### src/design/codp_pkg.sv
// Shared types and constants of the clock output divider programmer.
package codp_pkg;

  localparam int NUM_OUTPUTS_DEF = 6;
  localparam int FREQ_W = 33;
  localparam int DEN_W = 20;
  localparam int MSF_W = 40;
  localparam int QUEUE_DEPTH = 2;

  localparam logic [35:0] PLL_KHZ_Q16 = 36'd49152000000;
  localparam logic [FREQ_W-1:0] MIN_OUT_RST = 33'd262144;
  localparam logic [FREQ_W-1:0] MAX_OUT_RST = 33'd7340032000;
  localparam logic [FREQ_W-1:0] MIN_MS_RST = 33'd32768000;
  localparam logic [DEN_W-1:0] DEN_RST = 20'd1048575;
  localparam logic [7:0] MASK_RST = 8'hFF;

  typedef enum logic [1:0] {
    CFG_MIN_OUT = 2'd0,
    CFG_MAX_OUT = 2'd1,
    CFG_MIN_MS = 2'd2,
    CFG_DEN = 2'd3
  } cfg_idx_t;

  typedef struct packed {
    logic [2:0] idx;
    logic [FREQ_W-1:0] freq;
    logic [7:0] phase;
    logic ok;
    logic [2:0] rcode;
  } item_t;

endpackage

### src/design/codp_front.sv
// Front end: configuration registers, request intake and classification.
module codp_front
  import codp_pkg::*;
#(
  parameter int NUM_OUTPUTS = NUM_OUTPUTS_DEF
) (
  input  logic clk,
  input  logic rst,
  input  logic push,
  input  logic [2:0] output_index,
  input  logic [FREQ_W-1:0] freq_khz_q16,
  input  logic [7:0] phase_byte,
  input  logic cfg_valid,
  input  logic [1:0] cfg_index,
  input  logic [FREQ_W-1:0] cfg_data,
  input  logic q_full,
  output logic q_push,
  output item_t q_item,
  output logic [DEN_W-1:0] den
);

  logic [FREQ_W-1:0] min_out;
  logic [FREQ_W-1:0] max_out;
  logic [FREQ_W-1:0] min_ms;
  logic [7:0] found;
  logic in_range;

  always_ff @(posedge clk) begin
    if (rst) begin
      min_out <= MIN_OUT_RST;
      max_out <= MAX_OUT_RST;
      min_ms <= MIN_MS_RST;
      den <= DEN_RST;
    end else if (cfg_valid) begin
      case (cfg_idx_t'(cfg_index))
        CFG_MIN_OUT: min_out <= cfg_data;
        CFG_MAX_OUT: max_out <= cfg_data;
        CFG_MIN_MS: min_ms <= cfg_data;
        CFG_DEN: den <= cfg_data[DEN_W-1:0];
        default: ;
      endcase
    end
  end

  always_comb begin
    for (int k = 0; k < 8; k++) begin
      found[k] = (({7'd0, freq_khz_q16} << k) > {7'd0, min_ms});
    end
    in_range = (freq_khz_q16 >= min_out) && (freq_khz_q16 <= max_out);
    q_item.idx = output_index;
    q_item.freq = freq_khz_q16;
    q_item.phase = phase_byte;
    q_item.rcode = 3'd0;
    for (int k = 7; k >= 0; k--) begin
      if (found[k]) begin
        q_item.rcode = 3'(k);
      end
    end
    q_item.ok = in_range && (found != 8'd0);
  end

  assign q_push = push && !q_full && ({29'd0, output_index} < NUM_OUTPUTS);

endmodule

### src/design/codp_queue.sv
// Short queue of classified requests between front and back.
module codp_queue
  import codp_pkg::*;
(
  input  logic clk,
  input  logic rst,
  input  logic wr_en,
  input  item_t wr_item,
  input  logic rd_en,
  output item_t rd_item,
  output logic q_full,
  output logic q_empty
);

  localparam int PTR_W = $clog2(QUEUE_DEPTH);

  item_t slots [QUEUE_DEPTH];
  logic [PTR_W-1:0] wr_ptr;
  logic [PTR_W-1:0] rd_ptr;
  logic [PTR_W:0] count;

  always_ff @(posedge clk) begin
    if (rst) begin
      wr_ptr <= '0;
      rd_ptr <= '0;
      count <= '0;
    end else begin
      if (wr_en) begin
        wr_ptr <= (wr_ptr == PTR_W'(QUEUE_DEPTH - 1)) ? '0 : wr_ptr + 1'b1;
      end
      if (rd_en) begin
        rd_ptr <= (rd_ptr == PTR_W'(QUEUE_DEPTH - 1)) ? '0 : rd_ptr + 1'b1;
      end
      if (wr_en && !rd_en) begin
        count <= count + 1'b1;
      end else if (rd_en && !wr_en) begin
        count <= count - 1'b1;
      end
    end
  end

  always_ff @(posedge clk) begin
    if (wr_en) begin
      slots[wr_ptr] <= wr_item;
    end
  end

  assign rd_item = slots[rd_ptr];
  assign q_full = (count == (PTR_W + 1)'(QUEUE_DEPTH));
  assign q_empty = (count == '0);

endmodule

### src/design/codp_back.sv
// Back end: shared serial divider, P1/P2 encoding and register write sequencer.
module codp_back
  import codp_pkg::*;
(
  input  logic clk,
  input  logic rst,
  input  logic q_empty,
  input  item_t q_item,
  input  logic [DEN_W-1:0] den,
  input  logic pop,
  output logic q_pop,
  output logic empty,
  output logic [7:0] reg_addr,
  output logic [7:0] reg_data,
  output logic last_write,
  output logic accepted
);

  typedef enum logic [2:0] {
    S_IDLE, S_DIV1, S_MUL, S_DIV2, S_DIV3, S_CALC, S_EMIT
  } state_t;

  typedef enum logic [3:0] {
    W_P3_HI, W_P3_LO, W_P1_HI, W_P1_MID, W_P1_LO, W_P2_HI, W_P2_MID, W_P2_LO,
    W_PHASE, W_CC_CTRL, W_CC_EN, W_CC_MASK
  } slot_t;

  state_t state;
  slot_t slot;
  item_t it;
  logic [5:0] cnt;
  logic [MSF_W-1:0] rem;
  logic [MSF_W-1:0] dsr;
  logic [63:0] num;
  logic [35:0] quo;
  logic [59:0] prod;
  logic [10:0] ip_lo;
  logic [19:0] numer;
  logic [6:0] f;
  logic [17:0] p1;
  logic [19:0] p2;
  logic [7:0] mask;
  logic out_valid;

  logic [41:0] trial;
  logic ge;
  logic [MSF_W-1:0] rem_next;
  logic [26:0] fden;
  logic [7:0] base;
  logic [7:0] mask_next;
  logic [7:0] w_addr;
  logic [7:0] w_data;
  logic take;

  always_comb begin
    trial = {1'b0, rem, num[63]} - {2'b00, dsr};
    ge = !trial[41];
    rem_next = ge ? trial[MSF_W-1:0] : {rem[MSF_W-2:0], num[63]};
    fden = den * f;
    base = 8'd42 + {2'b00, it.idx, 3'b000};
    mask_next = (mask & ~(8'd1 << it.idx)) | ({7'd0, !it.ok} << it.idx);
    w_addr = 8'd3;
    w_data = mask_next;
    case (slot)
      W_P3_HI: begin w_addr = base; w_data = den[15:8]; end
      W_P3_LO: begin w_addr = base + 8'd1; w_data = den[7:0]; end
      W_P1_HI: begin w_addr = base + 8'd2; w_data = {1'b0, it.rcode, 2'b00, p1[17:16]}; end
      W_P1_MID: begin w_addr = base + 8'd3; w_data = p1[15:8]; end
      W_P1_LO: begin w_addr = base + 8'd4; w_data = p1[7:0]; end
      W_P2_HI: begin w_addr = base + 8'd5; w_data = {den[19:16], p2[19:16]}; end
      W_P2_MID: begin w_addr = base + 8'd6; w_data = p2[15:8]; end
      W_P2_LO: begin w_addr = base + 8'd7; w_data = p2[7:0]; end
      W_PHASE: begin w_addr = 8'd165 + {5'd0, it.idx}; w_data = it.phase; end
      W_CC_CTRL: begin w_addr = 8'd16 + {5'd0, it.idx}; w_data = {!it.ok, 7'h0F}; end
      W_CC_EN: begin w_addr = (it.idx > 3'd3) ? 8'd25 : 8'd24; w_data = 8'h00; end
      W_CC_MASK: begin w_addr = 8'd3; w_data = mask_next; end
      default: ;
    endcase
  end

  assign take = (state == S_EMIT) && (!out_valid || pop);
  assign q_pop = (state == S_IDLE) && !q_empty;

  always_ff @(posedge clk) begin
    if (rst) begin
      state <= S_IDLE;
      slot <= W_P3_HI;
      cnt <= '0;
      mask <= MASK_RST;
      out_valid <= 1'b0;
    end else begin
      if (pop && out_valid) begin
        out_valid <= 1'b0;
      end
      if (state == S_DIV1 || state == S_DIV2 || state == S_DIV3) begin
        rem <= rem_next;
        num <= {num[62:0], 1'b0};
        quo <= {quo[34:0], ge};
        cnt <= cnt - 1'b1;
      end
      case (state)
        S_IDLE: begin
          if (!q_empty) begin
            it <= q_item;
            if (q_item.ok) begin
              state <= S_DIV1;
              dsr <= {7'd0, q_item.freq} << q_item.rcode;
              num <= {PLL_KHZ_Q16, 28'd0};
              rem <= '0;
              cnt <= 6'd36;
              slot <= W_P3_HI;
            end else begin
              state <= S_EMIT;
              slot <= W_CC_CTRL;
            end
          end
        end
        S_DIV1: begin
          if (cnt == 6'd1) begin
            state <= S_MUL;
          end
        end
        S_MUL: begin
          ip_lo <= quo[10:0];
          prod <= rem * den;
          state <= S_DIV2;
          cnt <= 6'd61;
        end
        S_DIV2: begin
          if (cnt == 6'd61) begin
            num <= {prod, 4'd0};
            rem <= '0;
            cnt <= 6'd60;
          end else if (cnt == 6'd0) begin
            numer <= quo[19:0];
            num <= {quo[19:0], 44'd0};
            dsr <= {20'd0, den};
            rem <= '0;
            cnt <= 6'd27;
            state <= S_DIV3;
          end
        end
        S_DIV3: begin
          if (cnt == 6'd1) begin
            state <= S_CALC;
          end
        end
        S_CALC: begin
          f <= (den == '0) ? 7'd0 : quo[6:0];
          state <= S_EMIT;
        end
        S_EMIT: begin
          if (slot == W_P3_HI) begin
            p1 <= {ip_lo, 7'd0} + {11'd0, f} - 18'd512;
            p2 <= {numer[12:0], 7'd0} - fden[19:0];
          end
          if (take) begin
            out_valid <= 1'b1;
            reg_addr <= w_addr;
            reg_data <= w_data;
            accepted <= it.ok;
            last_write <= (slot == W_CC_MASK);
            if (slot == W_CC_MASK) begin
              mask <= mask_next;
              state <= S_IDLE;
            end else begin
              slot <= slot_t'(slot + 1'b1);
            end
          end
        end
        default: state <= S_IDLE;
      endcase
    end
  end

  assign empty = !out_valid;

endmodule

### src/design/clock_output_divider_programmer.sv
// Top level of the clock output divider programmer.
// A request runs through a two-entry queue into a back end whose single bit-serial
// divider does three divisions (36, 60 and 27 steps) before an accepted request's
// twelve writes, while a rejected one goes straight to its three writes; writes
// leave through one output register at most one per cycle as pop allows, and
// requests for an output past the last are dropped.
module clock_output_divider_programmer
  import codp_pkg::*;
#(
  parameter int NUM_OUTPUTS = NUM_OUTPUTS_DEF
) (
  input  logic clk,
  input  logic rst,
  input  logic push,
  output logic full,
  input  logic [2:0] output_index,
  input  logic [FREQ_W-1:0] freq_khz_q16,
  input  logic [7:0] phase_byte,
  output logic empty,
  input  logic pop,
  output logic [7:0] reg_addr,
  output logic [7:0] reg_data,
  output logic last_write,
  output logic accepted,
  input  logic cfg_valid,
  output logic cfg_ready,
  input  logic [1:0] cfg_index,
  input  logic [FREQ_W-1:0] cfg_data
);

  logic q_push;
  logic q_pop;
  logic q_empty;
  item_t q_in;
  item_t q_out;
  logic [DEN_W-1:0] den;

  assign cfg_ready = 1'b1;

  codp_front #(.NUM_OUTPUTS(NUM_OUTPUTS)) u_front (
    .clk, .rst, .push, .output_index, .freq_khz_q16, .phase_byte,
    .cfg_valid, .cfg_index, .cfg_data,
    .q_full(full), .q_push, .q_item(q_in), .den
  );

  codp_queue u_queue (
    .clk, .rst, .wr_en(q_push), .wr_item(q_in), .rd_en(q_pop),
    .rd_item(q_out), .q_full(full), .q_empty
  );

  codp_back u_back (
    .clk, .rst, .q_empty, .q_item(q_out), .den, .pop, .q_pop,
    .empty, .reg_addr, .reg_data, .last_write, .accepted
  );

endmodule

### config.mk
export PLATFORM = sky130hd
export DESIGN_NAME = clock_output_divider_programmer
export DESIGN_NICKNAME = d
export VERILOG_FILES = /design/src/design/codp_pkg.sv /design/src/design/codp_front.sv /design/src/design/codp_queue.sv /design/src/design/codp_back.sv /design/src/design/clock_output_divider_programmer.sv
export SDC_FILE = /design/constraint.sdc
export NUM_CORES = 2
export LEC_CHECK = 0
export BUFFER_PORTS_ARGS = -buffer_cell sky130_fd_sc_hd__buf_2
export CAP_MARGIN = 20
export CORE_ASPECT_RATIO = 1.4
export CORE_MARGIN = 1.5
export CORE_UTILIZATION = 45
export DETAILED_ROUTE_END_ITERATION = 6
export GPL_TIMING_DRIVEN = 1
export SETUP_SLACK_MARGIN = 0.02
export SYNTH_ARGS = -nofsm -noshare
export SYNTH_HDL_FRONTEND = slang
export SYNTH_SLANG_ARGS = --single-unit
### constraint.sdc
create_clock -name clk -period 7.7 [get_ports clk]
set_input_delay 1.54 -clock clk [delete_from_list [all_inputs] [get_ports clk]]
set_output_delay 1.54 -clock clk [all_outputs]
set_load 0.005 [all_outputs]
==> key figures <==
Status
  – Status: complete, no violations

Global route
  – Largest net degree at the start of global routing: 87
  – Number of global-route vias before repair: about 50,000
  – First-pass GRT wire length: just under 300,000 µm
  – Initial antenna violation count: 3
  – Total global routing overflow: 0
  – Total Routing Usage GR: ~28%

Clock tree
  – CTS Buf Count: 60
  – Clock Pin Slew Worst Setup and Hold Paths: roughly 0.07 ns
  – Root Driver: clkbuf_16
  – Clock sink count: between 500 and 600
  – CTS H-tree depth: 2
  – CTS tree: built
  – Hold-fix buffers, CTS: 0
  – CTS max path bufs: 3
  – Worst-Skew Late Latency: about 0.70 ns

Critical path
  – Critical Path End Type: flop
  – Max incr delay on CP: about 0.7 ns
  – Crit Path Class: reg2reg
  – Cell chain of the critical path: buf_4, buf_4, nand2_1, fa_1, inv_1, fa_1, fa_1, fa_1, fa_1, fa_1, inv_1, fa_1, inv_1, ha_1, a21o_1, a21o_1, a221o_1, a21oi_2, o2111a_1, a21oi_2, a311oi_4, o21bai_2, a221oi_2, xnor2_1
  – Crit-path slowest cell: fa_1
  – Crit path required time: a little over 8 ns
  – Kind of cell adding the most delay to the critical path: adder cells
  – Critical path buffer and inverter count: 5
  – CP max FO: 8
  – Arr. time, crit path: between 7 and 8 ns
  – Critical Path Start Type: flop
  – CP dominant cell by count: fa_1

STA
  – Final hold vios: 0
  – Relative slew margins: between 20 and 30%
  – Worst Tran Pin Value: 1.09 ns
  – Setup total negative slack: 0 ns
  – RSZ-0062 raised after global routing: true
  – Final setup fails: 0
  – Final setup skew: between 0.07 and 0.08 ns
  – Min Hold Slack: roughly 0.45 ns
  – Fin crit period: ~7.6 ns
  – Final Max Tran Viols: 0
  – Period utilisation layout: between 90% and 100%
  – FMAX: around 130 MHz

Finish
  – Area growth, synth to finish: 9.97%
  – Share of post-route cells with drive strength above 1: under 10%
  – Post-Layout Inst Area: around 68,000 µm²
  – Final Net Count: just over 8,000

Synth
  – Cell variety after synth: a little under 90
  – Mapped cell area: between 60,000 and 70,000 µm²
  – Synth warn: 0
  – EDFF count, synth: ~420
  – Syn Inst Count: around 6,600
  – Yosys reg bits: between 500 and 600
  – Post-synth ARST share: 0%
  – Mapped Nets: approximately 8,000
  – Seq/Total Area, Yosys: between 20% and 30%
  – Mean area per synthesized cell: 9.36 µm²
  – Top FF cell, synth: edfxtp_1

Routing
  – Drt first pass iters: 6
  – Vias per inst: about 5.6
  – First DRT Iteration DRCs: roughly 3,200
  – Post-route ant nets: 0
  – Total wire length: 190,000 µm
  – Vias: 48,100
  – Residual DRC count: 0
  – Routed len/inst: approximately 22 µm

Floorplan
  – Initial Utilization: 45.3%
  – Core footprint: between 100,000 and 150,000 µm²
  – Row Count: ~160
  – I/O pin cnt: ~110
  – Die area: between 100,000 and 150,000 µm²
  – Die Y: approximately 440 µm
  – Die W: roughly 320 µm

Worst hold path
  – Hold WC Path Type: reg2reg

Place
  – Gpl congestion: approximately 0.94
  – Dpl cell area: roughly 66,000 µm²
  – DP HPWL: ~150,000 µm
  – Buffers on Ports: around 100

Run
  – Max Cap Viol: 0
[worst paths after layout]
kind / start / end / slack (ns) / cells past startpoint
worst max register to register: u_back.rem[18] / u_back.prod[59] / 0.15 / 24
worst min-delay path: u_front.min_out[16] / u_front.min_out[16] / 0.45 / 2
worst min register to register: u_front.min_out[16] / u_front.min_out[16] / 0.45 / 2
worst max-delay path: u_back.rem[18] / u_back.prod[59] / 0.15 / 24
[metrics by stage]
| step | cells | setup slack (ns) | utilization (%) |
|---|---|---|---|
| 6_report | 8554 | 0.146 | 49.8 |
| 5_1_grt | 8554 | -0.0263 | 49.8 |
| 4_1_cts | 8522 | 0.0368 | 49.4 |
| 3_5_place_dp | 8410 | -0.139 | 47.8 |
| 3_3_place_gp | 8408 | -0.0170 | 47.8 |
| 2_1_floorplan | 6633 | 0.206 | - |
[tightest hold or removal path, cell delays in order (launching register included)]
cell and delay, ns:
dfxtp_1 0.31, nand2_1 0.05, a21oi_1 0.05
[flip-flops by register name, indices dropped and copies added, names as in the netlist, 20 cells and up, named ones only]
register / count
u_back.dsr: 40
u_back.num: 64
u_back.p2: 20
u_back.prod: 60
u_back.quo: 20
u_back.rem: 40
u_front.den: 20
u_front.max_out: 33
u_front.min_ms: 33
u_front.min_out: 33
u_queue.slots: 96
[routing by layer]
metal | up-vias | part of all wire (%) | GRT usage, %
met3 | 548 | 4.3 | 2.70
met2 | 1531 | 52 | 49.9
met4 | 4 | 7.3 | 17.0
li1 | 21900 | - | -
met5 | - | 0.014 | 0
met1 | 24100 | 36 | 30.6
[synthesized netlist by cell type, types with 49 or more instances]
cell type,instances,area [µm²]
mux2i_1,109,1090
nor2_1,211,792
nor3_1,64,320
fa_1,766,15300
nand2_1,1038,3900
a21oi_1,383,1920
mux2_2,49,552
nand4_1,87,544
clkbuf_1,342,1280
edfxtp_1,422,12700
nor2b_1,58,363
a211oi_1,49,368
nand3_1,66,330
o21ai_0,194,971
a21o_1,178,1340
inv_1,993,3730
and2_1,362,2260
dfxtp_1,146,2920
ha_1,557,6970
xnor2_1,83,727
[what timing repair did]
| action | in CTS | in global routing |
|---|---|---|
| setup buffers | 0 | 30 |
| endpoints found under the setup margin | 5 | 17 |
| gates resized for setup | 3 | 66 |
| pin swaps | 0 | 23 |
| cloned | 0 | 1 |
[kinds of logic after synthesis]
group / after synthesis / synth area share (%)
xor+xnor: 130 / 1.83
other cells: 1 / 0.00604
flops: 568 / 25.1
simple gates: 2001 / 15.0
compound gates: 1086 / 11.2
buf+inv: 1366 / 8.29
fa+ha+maj: 1323 / 35.9
mux: 158 / 2.65
[cell type report]
| cell class | instances | area, µm² |
|---|---|---|
| clock inverter | 42 | 473 |
| multi-input combinational | 4699 | 41600 |
| tap | 1793 | 2240 |
| timing repair buffer | 385 | 2900 |
| inverter | 996 | 3740 |
| fill | 12800 | 68900 |
| clock buffer | 70 | 1630 |
| antenna | 1 | 2.50 |
| sequential | 568 | 15700 |
[cell usage in the layout (no fill, tap or decap), types with 47 or more instances in the layout]
cell type	n
nand2_1	1037
inv_1	993
fa_1	760
ha_1	550
edfxtp_1	422
a21oi_1	377
and2_1	357
buf_4	248
nor2_1	209
o21ai_0	193
a21o_1	177
dfxtp_1	125
mux2i_1	108
buf_2	103
nand4_1	87
xnor2_1	83
nand3_1	65
clkbuf_16	63
nor3_1	60
nor2b_1	57
a211oi_1	49
mux2_2	49
o211ai_1	48
xor2_1	47
Power is left out: the tool's default activity adds up to more than one toggle a clock period on the data nets, which glitch-free logic cannot reach.
